===== src/sv/crlf_pkg.sv =====
package crlf_pkg;

    localparam int DEPTH_DEFAULT = 64;
    localparam int DATA_W        = 8;
    localparam int LEN_W         = 6;
    localparam int MIN_CMD_BYTES = 2;

    localparam logic [DATA_W-1:0] CR_BYTE = 8'h0D;
    localparam logic [DATA_W-1:0] LF_BYTE = 8'h0A;

    typedef enum logic
    {
        FUNC_WRITE = 1'b0,
        FUNC_FETCH = 1'b1
    } func_t;

    typedef enum logic [1:0]
    {
        KIND_STATUS = 2'd0,
        KIND_BYTE   = 2'd1,
        KIND_NONE   = 2'd2
    } kind_t;

    typedef struct packed
    {
        func_t             func;
        logic [DATA_W-1:0] data;
        logic              chunk_start;
        logic [LEN_W-1:0]  chunk_length;
    } cmd_t;

    typedef struct packed
    {
        kind_t             kind;
        logic [DATA_W-1:0] byte_out;
        logic              last;
        logic              accepted;
        logic [LEN_W-1:0]  command_length;
    } rsp_t;

endpackage


===== src/sv/crlf_command_ring_buffer.sv =====
// Channel   Ports              Handshake
// ------    -----------------  ----------------------------------------------
// command   cmd                start high and busy low at a rising edge
// result    rsp                done high for one cycle, no back pressure
//
// A byte write does not hold the block; busy stays low. A fetch with fewer than
// two bytes held does not hold it either; else busy stays high while the held
// bytes are scanned for a CR LF terminator and the command bytes are sent (all
// held bytes are scanned when none is found); each result is registered.
// Scan and emit share one store read port and one ring adder, a byte a cycle.
// Reset clears the state, pointers, reject flag and result registers, not the store. The receiver cannot stall.
module crlf_command_ring_buffer
    import crlf_pkg::*;
#(
    parameter int DEPTH = DEPTH_DEFAULT,
    localparam int PTR_W = $clog2(DEPTH)
)
(
    input  logic clk,
    input  logic rst_n,
    input  logic start,
    output logic busy,
    input  cmd_t cmd,
    output logic done,
    output rsp_t rsp
);

    localparam int CNT_W = PTR_W;
    localparam int CMP_W = (CNT_W > LEN_W) ? CNT_W + 1 : LEN_W + 1;
    localparam logic [PTR_W:0]   DEPTH_X  = (PTR_W + 1)'(DEPTH);
    localparam logic [CNT_W-1:0] CAPACITY = CNT_W'(DEPTH - 1);
    localparam logic [CNT_W-1:0] MIN_LEN  = CNT_W'(MIN_CMD_BYTES);

    typedef enum logic [1:0]
    {
        S_IDLE,
        S_SCAN,
        S_EMIT
    } state_t;

    state_t            state_reg;
    logic [PTR_W-1:0]  rp_reg;
    logic [PTR_W-1:0]  wp_reg;
    logic              rej_reg;
    logic [CNT_W-1:0]  idx_reg;
    logic [CNT_W-1:0]  len_reg;
    logic              prev_cr_reg;
    logic              done_reg;
    rsp_t              rsp_reg;

    logic              accept;
    logic [PTR_W:0]    held_full;
    logic [CNT_W-1:0]  held;
    logic [CNT_W-1:0]  free_cnt;
    logic              rej_next;
    logic              stored;
    logic              we;
    logic [PTR_W-1:0]  wp_next;
    logic [CNT_W-1:0]  idx_inc;
    logic              match;
    logic              end_scan;
    logic              emit_last;
    logic              issue_en;
    logic [CNT_W-1:0]  ring_off;
    logic [PTR_W:0]    ring_sum;
    logic [PTR_W-1:0]  ring_addr;
    logic [DATA_W-1:0] rdata;

    assign accept = start && !busy;
    assign busy   = (state_reg != S_IDLE);

    always_comb
    begin
        if (wp_reg >= rp_reg)
        begin
            held_full = {1'b0, wp_reg} - {1'b0, rp_reg};
        end
        else
        begin
            held_full = {1'b0, wp_reg} + DEPTH_X - {1'b0, rp_reg};
        end
    end

    assign held     = held_full[CNT_W-1:0];
    assign free_cnt = CAPACITY - held;

    // Reject decision is taken only at the first byte of a chunk.
    assign rej_next = cmd.chunk_start ? (CMP_W'(free_cnt) < CMP_W'(cmd.chunk_length)) : rej_reg;
    assign stored   = !rej_next && (free_cnt != '0);
    assign we       = accept && (cmd.func == FUNC_WRITE) && stored;
    assign wp_next  = (wp_reg == PTR_W'(DEPTH - 1)) ? '0 : wp_reg + PTR_W'(1);

    assign idx_inc   = idx_reg + CNT_W'(1);
    assign match     = prev_cr_reg && (rdata == LF_BYTE);
    assign end_scan  = (idx_inc == held);
    assign emit_last = (idx_inc == len_reg);

    // Shared ring adder: read addresses and the new read pointer.
    always_comb
    begin
        issue_en = 1'b0;
        ring_off = '0;
        unique case (state_reg)
            S_IDLE:
            begin
                issue_en = accept && (cmd.func == FUNC_FETCH) && (held >= MIN_LEN);
            end
            S_SCAN:
            begin
                priority if (match)
                begin
                    issue_en = 1'b1;
                end
                else if (!end_scan)
                begin
                    issue_en = 1'b1;
                    ring_off = idx_inc;
                end
                else
                begin
                    ring_off = CNT_W'(1);
                end
            end
            S_EMIT:
            begin
                if (emit_last)
                begin
                    ring_off = len_reg;
                end
                else
                begin
                    issue_en = 1'b1;
                    ring_off = idx_inc;
                end
            end
            default:
            begin
                issue_en = 1'b0;
            end
        endcase
    end

    assign ring_sum  = {1'b0, rp_reg} + {1'b0, ring_off};
    assign ring_addr = (ring_sum >= DEPTH_X) ? PTR_W'(ring_sum - DEPTH_X) : ring_sum[PTR_W-1:0];

    crlf_byte_ram #(
        .DEPTH (DEPTH)
    ) u_ram (
        .clk   (clk),
        .we    (we),
        .waddr (wp_reg),
        .wdata (cmd.data),
        .re    (issue_en),
        .raddr (ring_addr),
        .rdata (rdata)
    );

    always_ff @(posedge clk or negedge rst_n)
    begin
        if (!rst_n)
        begin
            state_reg   <= S_IDLE;
            rp_reg      <= '0;
            wp_reg      <= '0;
            rej_reg     <= 1'b0;
            idx_reg     <= '0;
            len_reg     <= '0;
            prev_cr_reg <= 1'b0;
            done_reg    <= 1'b0;
            rsp_reg     <= '0;
        end
        else
        begin
            done_reg <= 1'b0;
            unique case (state_reg)
                S_IDLE:
                begin
                    if (accept)
                    begin
                        if (cmd.func == FUNC_WRITE)
                        begin
                            rej_reg  <= rej_next;
                            if (stored)
                            begin
                                wp_reg <= wp_next;
                            end
                            done_reg <= 1'b1;
                            rsp_reg  <= '{kind: KIND_STATUS, byte_out: '0, last: 1'b1,
                                          accepted: stored, command_length: '0};
                        end
                        else if (held < MIN_LEN)
                        begin
                            done_reg <= 1'b1;
                            rsp_reg  <= '{kind: KIND_NONE, byte_out: '0, last: 1'b1,
                                          accepted: 1'b0, command_length: '0};
                        end
                        else
                        begin
                            idx_reg     <= '0;
                            prev_cr_reg <= 1'b0;
                            state_reg   <= S_SCAN;
                        end
                    end
                end
                S_SCAN:
                begin
                    priority if (match)
                    begin
                        len_reg   <= idx_inc;
                        idx_reg   <= '0;
                        state_reg <= S_EMIT;
                    end
                    else if (end_scan)
                    begin
                        // full ring with no terminator: drop the oldest byte
                        if (free_cnt == '0)
                        begin
                            rp_reg <= ring_addr;
                        end
                        done_reg  <= 1'b1;
                        rsp_reg   <= '{kind: KIND_NONE, byte_out: '0, last: 1'b1,
                                       accepted: 1'b0, command_length: '0};
                        state_reg <= S_IDLE;
                    end
                    else
                    begin
                        idx_reg     <= idx_inc;
                        prev_cr_reg <= (rdata == CR_BYTE);
                    end
                end
                S_EMIT:
                begin
                    done_reg <= 1'b1;
                    rsp_reg  <= '{kind: KIND_BYTE, byte_out: rdata, last: emit_last,
                                  accepted: 1'b0, command_length: LEN_W'(len_reg)};
                    if (emit_last)
                    begin
                        rp_reg    <= ring_addr;
                        state_reg <= S_IDLE;
                    end
                    else
                    begin
                        idx_reg <= idx_inc;
                    end
                end
                default:
                begin
                    state_reg <= S_IDLE;
                end
            endcase
        end
    end

    assign done = done_reg;
    assign rsp  = rsp_reg;

    a_single_is_last: assert property (@(posedge clk) disable iff (!rst_n)
        done_reg && (rsp_reg.kind != KIND_BYTE) |-> rsp_reg.last)
        else $error("status or none result without last");

    a_emit_len: assert property (@(posedge clk) disable iff (!rst_n)
        (state_reg == S_EMIT) |-> (len_reg >= MIN_LEN) && (len_reg <= held))
        else $error("command length out of range during emit");

    a_fetch_busy: assert property (@(posedge clk) disable iff (!rst_n)
        accept && (cmd.func == FUNC_FETCH) && (held >= MIN_LEN) |=> busy && !done_reg)
        else $error("fetch with held bytes did not start a scan");

    a_last_byte_idle: assert property (@(posedge clk) disable iff (!rst_n)
        done_reg && (rsp_reg.kind == KIND_BYTE) && rsp_reg.last |-> !busy)
        else $error("sequencer busy after last command byte");

    a_ptr_range: assert property (@(posedge clk) disable iff (!rst_n)
        (rp_reg < PTR_W'(DEPTH - 1) || rp_reg == PTR_W'(DEPTH - 1))
        && (wp_reg < PTR_W'(DEPTH - 1) || wp_reg == PTR_W'(DEPTH - 1)))
        else $error("ring pointer beyond depth");

endmodule


===== src/sv/crlf_byte_ram.sv =====
module crlf_byte_ram
    import crlf_pkg::*;
#(
    parameter int DEPTH = DEPTH_DEFAULT,
    localparam int ADDR_W = $clog2(DEPTH)
)
(
    input  logic              clk,
    input  logic              we,
    input  logic [ADDR_W-1:0] waddr,
    input  logic [DATA_W-1:0] wdata,
    input  logic              re,
    input  logic [ADDR_W-1:0] raddr,
    output logic [DATA_W-1:0] rdata
);

    logic [DATA_W-1:0] mem [DEPTH];
    logic [DATA_W-1:0] rdata_reg;

    always_ff @(posedge clk)
    begin
        if (we)
        begin
            mem[waddr] <= wdata;
        end
    end

    always_ff @(posedge clk)
    begin
        if (re)
        begin
            rdata_reg <= mem[raddr];
        end
    end

    assign rdata = rdata_reg;

endmodule

===== config.mk =====
export PLATFORM = sky130hd
export DESIGN_NAME = crlf_command_ring_buffer
export DESIGN_NICKNAME = d
export VERILOG_FILES = /design/src/sv/crlf_pkg.sv /design/src/sv/crlf_command_ring_buffer.sv /design/src/sv/crlf_byte_ram.sv
export SDC_FILE = /design/constraint.sdc
export NUM_CORES = 1
export LEC_CHECK = 0
export BUFFER_PORTS_ARGS = -buffer_cell sky130_fd_sc_hd__buf_2
export CORE_MARGIN = 2
export CORE_UTILIZATION = 50
export CTS_CLUSTER_DIAMETER = 60
export DETAILED_ROUTE_END_ITERATION = 8
export PLACE_DENSITY = 0.64
export SLEW_MARGIN = 10
export SYNTH_ARGS = -nofsm -noshare
export SYNTH_HDL_FRONTEND = slang
export SYNTH_HIERARCHICAL = 1
export SYNTH_SLANG_ARGS = --single-unit

===== constraint.sdc =====
create_clock -name clk -period 9.6 [get_ports clk]
set_input_delay 1.92 -clock clk [delete_from_list [all_inputs] [get_ports clk]]
set_output_delay 1.92 -clock clk [all_outputs]
set_load 0.01 [all_outputs]

Word level (Yosys, flattened, before mapping):

Memory sizes are Yosys's and may differ from the RTL's. A register that Yosys moved wholly into a read port is not among the register bits.
Index checks and enable logic that the tools add are counted.

* multipliers: 0
* multiplexer cells: 51
* divide/modulo/power cells: 0
* shift operators: 0
* equality and inequality tests: 19
* add/sub/neg operators: 8
* $lt $le $gt $ge: 5
* reduce and logical (&&, ||, !) cells: 24
* bitwise gates (word level): 1

Operators by type and width (number)
* 6-bit 2-to-1 mux: 16
* 18-bit 2-to-1 mux: 5
* 18-bit case mux with 3 select lines: 1
* 6-bit case mux with 2 select lines: 2
* 6-bit by 1-bit adder with 6-bit output (second input constant): 3
* 2-bit != test (second input constant): 9
* 6-bit case mux with 3 select lines: 1
* 8-bit by 4-bit equality test with 1-bit output (second input constant): 2
* 1-bit 2-to-1 mux: 16
* 5-bit AND reduction: 3
* 6-bit equality test: 2
* 2-bit 2-to-1 mux: 6
* 6-bit AND reduction: 2
* 6-bit subtractor: 2
* 3-bit != test (second input constant): 3
* 6-bit by 6-bit adder with 7-bit output: 1
* 7-bit greater-or-equal comparator (second input constant): 1
* 1-bit logical AND: 7
* 6-bit equality test (second input constant): 1
* 6-bit by 2-bit greater-or-equal comparator with 1-bit output (second input constant): 1
* 6-bit greater-or-equal comparator: 1
* 6-bit logical NOT: 1
* 6-bit by 2-bit < comparator with 1-bit output (second input constant): 1
* 6-bit < comparator: 1
* other kinds (16): 20

* RAM bits: 512
* bits in read-only memories: 0
* memories: 1
* latch bits: 0
* bits of input ports: 19
* bits in registers: 47
* output and inout bits: 20

Memory list
* u_ram.mem: words 64, width 8, read ports 1, clocked after memory_dff 1, write ports 1, line crlf_byte_ram.sv:17 `logic [DATA_W-1:0] mem [DEPTH];`

Depth between registers and ports, before layout:

Gate-level depths: netlist (run 1).

* depth after elaboration: 14
* mapped depth: 23
* gate-level depth less buffers: 23

Hierarchy:

The synthesis (run 1) kept the hierarchy.

By module, submodules not included
* crlf_byte_ram: area an instance 20246.9 µm², instances 1, sequential area each 15615.0 µm², cells each 940
* crlf_command_ring_buffer: area an instance 3145.5 µm², instances 1, sequential area each 1176.1 µm², cells each 327

Worst setup path before layout (run 1):

Ideal clock, no wire load.

* path type: register to register
* start: register wp_reg[0]
* end: register u_ram.rdata_reg[0] (netlist: u_ram/rdata[0]), read port of u_ram.mem (data pin)
* path buffers: 3
* clock period less this slack: 4.869 ns
* setup slack: 4.731 ns
* library setup time: 0.262 ns
* data required time: 9.338 ns
* cell stages (with the launch flop): 23
* data arrival time: 4.606 ns
* cell sequence: dfrtp_1 -> inv_1 -> ha_1 -> inv_1 -> fa_1 -> a21o_1 -> a21oi_1 -> xnor3_1 -> nand4_1 -> a21oi_1 -> o21ai_0 -> nand3_1 -> nand2_1 -> fa_1 -> a21o_1 -> a21oi_1 -> xnor2_1 -> clkbuf_1 -> clkbuf_1 -> clkbuf_1 -> o2111ai_1 -> nand2_1 -> o2bb2ai_1

* cells in the longest elaborated chain, start to end: 10

Ends and longest elaborated chain
* start: declaration: line crlf_command_ring_buffer.sv:43 `logic [PTR_W-1:0] wp_reg;`
* start signal: assignment: line crlf_command_ring_buffer.sv:185 `wp_reg <= wp_next;`
* 6-bit by 1-bit adder with 6-bit output: line crlf_command_ring_buffer.sv:80 `held_full = {1'b0, wp_reg} + DEPTH_X - {1'b0, rp_reg};`
* 6-bit subtractor: line crlf_command_ring_buffer.sv:80
* 6-bit 2-to-1 mux *: line crlf_command_ring_buffer.sv:74 `if (wp_reg >= rp_reg)`
* 6-bit equality test *: line crlf_command_ring_buffer.sv:95 `assign end_scan = (idx_inc == held);`
* 6-bit 2-to-1 mux *: line crlf_command_ring_buffer.sv:114 `else if (!end_scan)`
* 6-bit 2-to-1 mux *: line crlf_command_ring_buffer.sv:110 `priority if (match)`
* 6-bit case mux with 2 select lines *: line crlf_command_ring_buffer.sv:103 `unique case (state_reg)`
* 6-bit by 6-bit adder with 7-bit output *: line crlf_command_ring_buffer.sv:143 `assign ring_sum = {1'b0, rp_reg} + {1'b0, ring_off};`
* 6-bit by 1-bit subtractor with 6-bit output / 7-bit greater-or-equal comparator (equally long branches): line crlf_command_ring_buffer.sv:144 `assign ring_addr = (ring_sum >= DEPTH_X) ? PTR_W'(ring_sum - DEPTH_X) : ring_sum[PTR_W-1:0];`
* 6-bit 2-to-1 mux *: line crlf_command_ring_buffer.sv:144
* net ring_addr[4]: line crlf_command_ring_buffer.sv:66 `logic [PTR_W-1:0] ring_addr;`
* end: declaration: line crlf_byte_ram.sv:18 `logic [DATA_W-1:0] rdata_reg;`

Mark *: on every way through the listed nets, which the timed path passes. The rest lies on a longest branch.
A chain may end at the register's enable or synchronous reset.

Worst setup path after layout (run 1):

* start: register wp_reg[0]
* end: register u_ram.rdata_reg[1] (netlist: u_ram/rdata[1]), read port of u_ram.mem (data pin)

Same word-level chain as after synthesis.

==> flow_summary.ini, run 1 <==
[run_status]
outcome = finished, final reports clean

[sta]
maxSlewHeadroom_pct = 24.45
fin_skew_ns = 0.01731
post-route-min-period_ns = 6.266
finalHoldViolCount = 0
fin_setup_tns_ns = 0
tightest_slew_ns = 1.133
rsz0062_at_grt = false
fmax_ghz = 0.1596
fin_ws_ns = 3.334
setup_viol = 0
drv_slew = 0
timing.final.crit_share_pct = 65.27

[setup_path]
critical_path.max_stage_delay_ns = 1.07
cp_top_family = adder cells
crit_type = register to register
cp.buffers_inverters = 3
cp_cell_sequence = inv_1, ha_1, inv_1, fa_1, a21o_1, a21oi_1, xnor3_1, nand4_1, a21oi_1, o21ai_0, nand3_1, nand2_1, fa_4, buf_4, mux4_2, mux2_2, a221oi_1, o2bb2ai_1
worstPathRequired_ns = 9.94
start_kind = register
path_max_fanout = 46
critical_path_arrival_ns = 6.61
cp_slowest_cell = fa_4
setup.worst_path.end_class = register

[final_layout]
area_growth_pct = 11.12
num_antenna_cells = 0
fillCellCount = 3475
largest_reg_flops = 512
multiInputGateArea_um2 = 6151
drive_gt1_share_pct = 21.82
nets = 1361
seq_area_um2 = 16790

[clock_network]
clk_path_buf_depth = 3
clk_pin_slew_ns = 0.06
cts_tree = yes
cts_hold_buf = 0
clk_latency_ns = 0.61
clock-root-buffer = clkbuf_16
cts-buffers-inserted = 56
cts-htree-levels = 2
cts_sinks = 567
post_cts_resized = 0
post_cts_buffers = 0

[synth]
synth.most_common_cell = edfxtp_1
synth-seq-area-share_pct = 71.78
synth_top_area_cell = edfxtp_1
avgSynthCellArea_um2 = 18.46
netlist.area_leader.share_pct = 66.75
yosysWarnings = 6
synth_flop_cell = edfxtp_1
synthArstFlopShare_pct = 8.289
syn-num-nets = 1310
synth_seq_cells = 567
synth_area_um2 = 23390
synth_edf_count = 520
ys_top_cells_by_count = 520 x edfxtp_1, 126 x mux4_2, 96 x nor2_1, 59 x nand2_1, 47 x dfrtp_1
synth_cell_type_count = 64
syn_inst = 1267
yosys-top-cells-area = edfxtp_1 67%, mux4_2 12%, dfrtp_1 5.0%

[floorplanning]
coreArea_um2 = 46360
die_w_um = 220.3
dieArea_um2 = 48530
io_pins = 39
dieHeight_um = 220.3
rows = 79
initial_core_util_pct = 50.46

[placed_design]
dp_hpwl_um = 31380
pre_cts_slack_ns = 3.416
gp_congestion = 0.8444
port_buffers = 38

[detailed_routing]
ant_nets = 0
viasPerCell = 6.068
drt_iter0_drc = 1321
wl_per_cell_um = 26.44
vias = 11940
firstDrtPassIters = 5
drc = 0
wl_um = 52030

[power_and_ir_drop]
vdd_ir_drop_max_mv = 0.1396
power_mw = 6.131
leakage_nw = 8.381
p_per_area_nw_per_um2 = 235.9

[global_route]
grt_max_degree = 65
grt_pass1_vias = 11660
grt_pass1_wl_um = 77310
gr-total-overflow = 0
antenna_found_initial = 0
grt_usage_pct = 22.11

[min_path]
min_path_type = register to register

[run]
maxCapViolCount = 0
layout by cell type (no fill, tap or decap), types with 14 or more instances in the layout:
cell type | synthesis | routed
mux2_2 | 21 | 21
mux2i_1 | 39 | 39
dfrtp_1 | 47 | 47
o21ai_0 | 17 | 17
buf_4 | 14 | 14
buf_2 | 13 | 38
nand3_1 | 26 | 26
nor2_1 | 96 | 96
clkbuf_16 | 0 | 58
mux4_2 | 126 | 126
nand2_1 | 59 | 59
a21oi_1 | 16 | 16
ha_1 | 22 | 21
inv_1 | 37 | 37
clkinv_1 | 0 | 15
nor2b_1 | 16 | 16
edfxtp_1 | 520 | 520
cells by family after synthesis:
kind of cell,synth area share [%]
simple gates,4.771
buf+inv,2.198
compound gates,3.477
flops,71.78
xor+xnor,1.230
fa+ha+maj,1.348
mux,15.20
worst register-to-register path, stage by stage (launching register included):
cell and delay, ns:
dfrtp_1 0.49, inv_1 0.12, ha_1 0.17, inv_1 0.06, fa_1 0.39, a21o_1 0.18, a21oi_1 0.25, xnor3_1 0.18
nand4_1 0.12, a21oi_1 0.46, o21ai_0 0.24, nand3_1 0.14, nand2_1 0.10, fa_4 1.07, buf_4 0.67, mux4_2 0.65
mux2_2 0.28, a221oi_1 0.34, o2bb2ai_1 0.12
stage by stage:
stage | cell area, µm² | cells | util, % | hold WS, ns
2_1_floorplan | 23390 | 1267 | - | 0.4727
3_3_place_gp | 24160 | 1866 | 52.11 | 0.4843
3_5_place_dp | 24160 | 1866 | 52.11 | 0.4878
4_1_cts | 25970 | 1967 | 56.03 | 0.5014
5_1_grt | 25990 | 1968 | 56.07 | 0.5049
6_report | 25990 | 1968 | 56.07 | 0.4999
layout make-up:
type,count,area share [%]
clock buffers,72,5.863
clock inverters,29,1.131
inverters,37,0.5343
multi-input cells,602,23.66
flip-flops and latches,567,64.60
well taps,607,2.922
repair buffers,54,1.290
per-layer routing:
layer	up-vias	part of all wire, %	GRT usage, %	routed length, µm
met5	-	0	0	0
met4	0	2.7	7.092	1410
met3	88	7.7	4.014	4000
met2	477	46	34.00	24050
met1	6222	43	32.44	22580
li1	5154	-	-	-
worst paths after layout:
check / startpoint / to / slack (ns) / cells past startpoint
max: wp_reg[0] / u_ram/rdata[1] / 3.33 / 18
min: rsp[7] / rsp[7] / 0.50 / 1
max reg2reg: wp_reg[0] / u_ram/rdata[1] / 3.33 / 18
min reg2reg: rsp[7] / rsp[7] / 0.50 / 1
max in group asynchronous: rst_n / rp_reg[3] / 7.39 / 1
min in group asynchronous: rst_n / rej_reg / 1.51 / 1
power breakdown:
group          internal [mW]  switching (mW)
registers               2.76          0.0641
logic                  0.520           0.620
clock network           1.27           0.892
(Power assumes the default switching activity.)
==> inputs of run 2 (changes only) <==
clock period = 6.2 ns   (was 9.6 ns; I/O delays follow)
==> run 2 against run 1 <==
Compared with the run above:
- clock skew up 0.00077 ns
- wire length grew 0.76%
- sequential cell count did not move
- sequential power rose by 55%
- first-iteration DRC count down 0.30%
==> flow_summary.ini, run 2 (synthesis gave the netlist of run 1 again) <==
[sta]
setup_viol = 0
tightest_slew_ns = 1.160
timing.final.crit_share_pct = 93.83
fin_setup_tns_ns = 0
drv_slew = 0
fin_ws_ns = 0.3825
finalHoldViolCount = 0
fin_skew_ns = 0.01808
post-route-min-period_ns = 5.818
fmax_ghz = 0.1719
maxSlewHeadroom_pct = 22.64
rsz0062_at_grt = false
timing.hold.ws_ns = 0.4990

[min_path]
hold_depth = 1
min_path_type = register to register

[global_route]
grt_max_degree = 65
antenna_found_initial = 0
grt_pass1_vias = 12020
gr-total-overflow = 0
grt_pass1_wl_um = 77650
grt_usage_pct = 22.24

[setup_path]
start_kind = register
cp_slowest_cell = fa_4
critical_path_arrival_ns = 6.17
cp_cell_sequence = inv_1, ha_1, inv_1, fa_1, a21o_1, a21oi_1, xnor3_1, nand4_1, a21oi_2, o21ai_0, nand3_1, nand2_1, fa_4, buf_12, nand2_1, a211oi_1, nor4_1, nor3_1, o32ai_1
critical_path.max_stage_delay_ns = 1.09
reg2reg_depth = 19
worstPathRequired_ns = 6.55
setup.worst_path.end_class = register
path_max_fanout = 49
crit_type = register to register

[floorplanning]
io_pins = 39
dieArea_um2 = 48530
coreArea_um2 = 46360
die_w_um = 220.3
dieHeight_um = 220.3
initial_core_util_pct = 50.46
rows = 79

[power_and_ir_drop]
p_per_area_nw_per_um2 = 365.6
leakage_nw = 8.545
power_mw = 9.613
vdd_ir_drop_max_mv = 0.2332

[clock_network]
clk_latency_ns = 0.62
clock-root-buffer = clkbuf_16
post_cts_buffers = 0
cts-buffers-inserted = 58
cts_sinks = 567
cts_tree = yes
cts_hold_buf = 0
clk_path_buf_depth = 3
clk_pin_slew_ns = 0.06
cts-htree-levels = 2

[final_layout]
final_cell_mix = 520 x edfxtp_1, 126 x mux4_2, 96 x nor2_1
num_antenna_cells = 0
nets = 1384
final_common_cell = edfxtp_1
seq_area_um2 = 16790
area_growth_pct = 12.40
largest_reg_flops = 512
stdcell_area_um2 = 26290
fillCellCount = 3460
drive_gt1_share_pct = 23.90
multiInputGateArea_um2 = 6172

[placed_design]
gp_congestion = 0.8187
dp_hpwl_um = 32120
port_buffers = 38
post_dp_cell_area_um2 = 24390
pre_cts_slack_ns = 0.1826

[detailed_routing]
wl_um = 52430
firstDrtPassIters = 5
wl_met1_um = 22110
wl_met2_um = 24840
drt_iter0_drc = 1317
vias = 12050
top_layer = met4
viasPerCell = 6.036
wl_per_cell_um = 26.27
wl_met3_um = 3909
drc = 0
ant_nets = 0

[run_status]
outcome = finished, final reports clean

[run]
maxCapViolCount = 0
## run 2: cell types whose count changed in the layout (fill, tap and decap cells not counted), moves of 2 or more
cell and change:
clkinv_4 +3, buf_4 +20, clkinv_2 +8, clkbuf_1 -3, clkinv_1 -2, clkbuf_8 -2, clkinvlp_4 +2, buf_2 -3
buf_12 +4, clkbuf_16 +3
## run 2: final cells by class
| type | count | area share, % |
|---|---|---|
| Tap cell | 607 | 2.888 |
| Timing Repair Buffer | 75 | 2.094 |
| Inverter | 37 | 0.5282 |
| Clock buffer | 70 | 5.934 |
| Clock inverter | 38 | 1.223 |
| Multi-Input combinational cell | 602 | 23.47 |
| Sequential cell | 567 | 63.86 |
## run 2: worst max-delay path, delay by kind of cell (launching register included)
kind / cells / cell delay (ns)
xor+xnor: 1 / 0.18
buf+inv: 3 / 0.52
flops: 1 / 0.49
compound gates: 6 / 1.50
simple gates: 6 / 1.14
fa+ha+maj: 3 / 1.65
## run 2: path summary, 6_finish.rpt
| kind | start | to | slack, ns |
|---|---|---|---|
| max in group asynchronous | rst_n | rsp[1] | 5.05 |
| max | wp_reg[0] | u_ram/rdata[6] | 0.38 |
| min | rsp[16] | rsp[16] | 0.50 |
| max reg2reg | wp_reg[0] | u_ram/rdata[6] | 0.38 |
| min reg2reg | rsp[16] | rsp[16] | 0.50 |
| min in group asynchronous | rst_n | rej_reg | 0.73 |
## run 2: per-layer routing
layer,vias to the layer above,track usage (%)
met1,6278,30.86
met2,458,35.13
li1,5218,-
met5,-,0
met4,0,7.181
met3,93,5.278
## run 2: timing repair
action / in CTS / in global routing
gates resized for setup: 0 / 2
hold endpoints to repair: 0 / 0
endpoints found under the setup margin: 0 / 8
## run 2: power by group
part	leakage [nW]	switching, mW	total, mW	internal [mW]
clock network	0.922	1.43	3.42	1.99
logic	2.30	0.990	1.83	0.837
registers	5.32	0.0926	4.37	4.28
total	8.55	2.51	9.61	7.11
## run 2: stage by stage
stage                     utilization, %  cells
after floorplan                        -   1267
after global placement             52.60   1888
after detailed placement           52.61   1888
after CTS                          56.67   1996
after global routing               56.72   1996
final                              56.72   1996
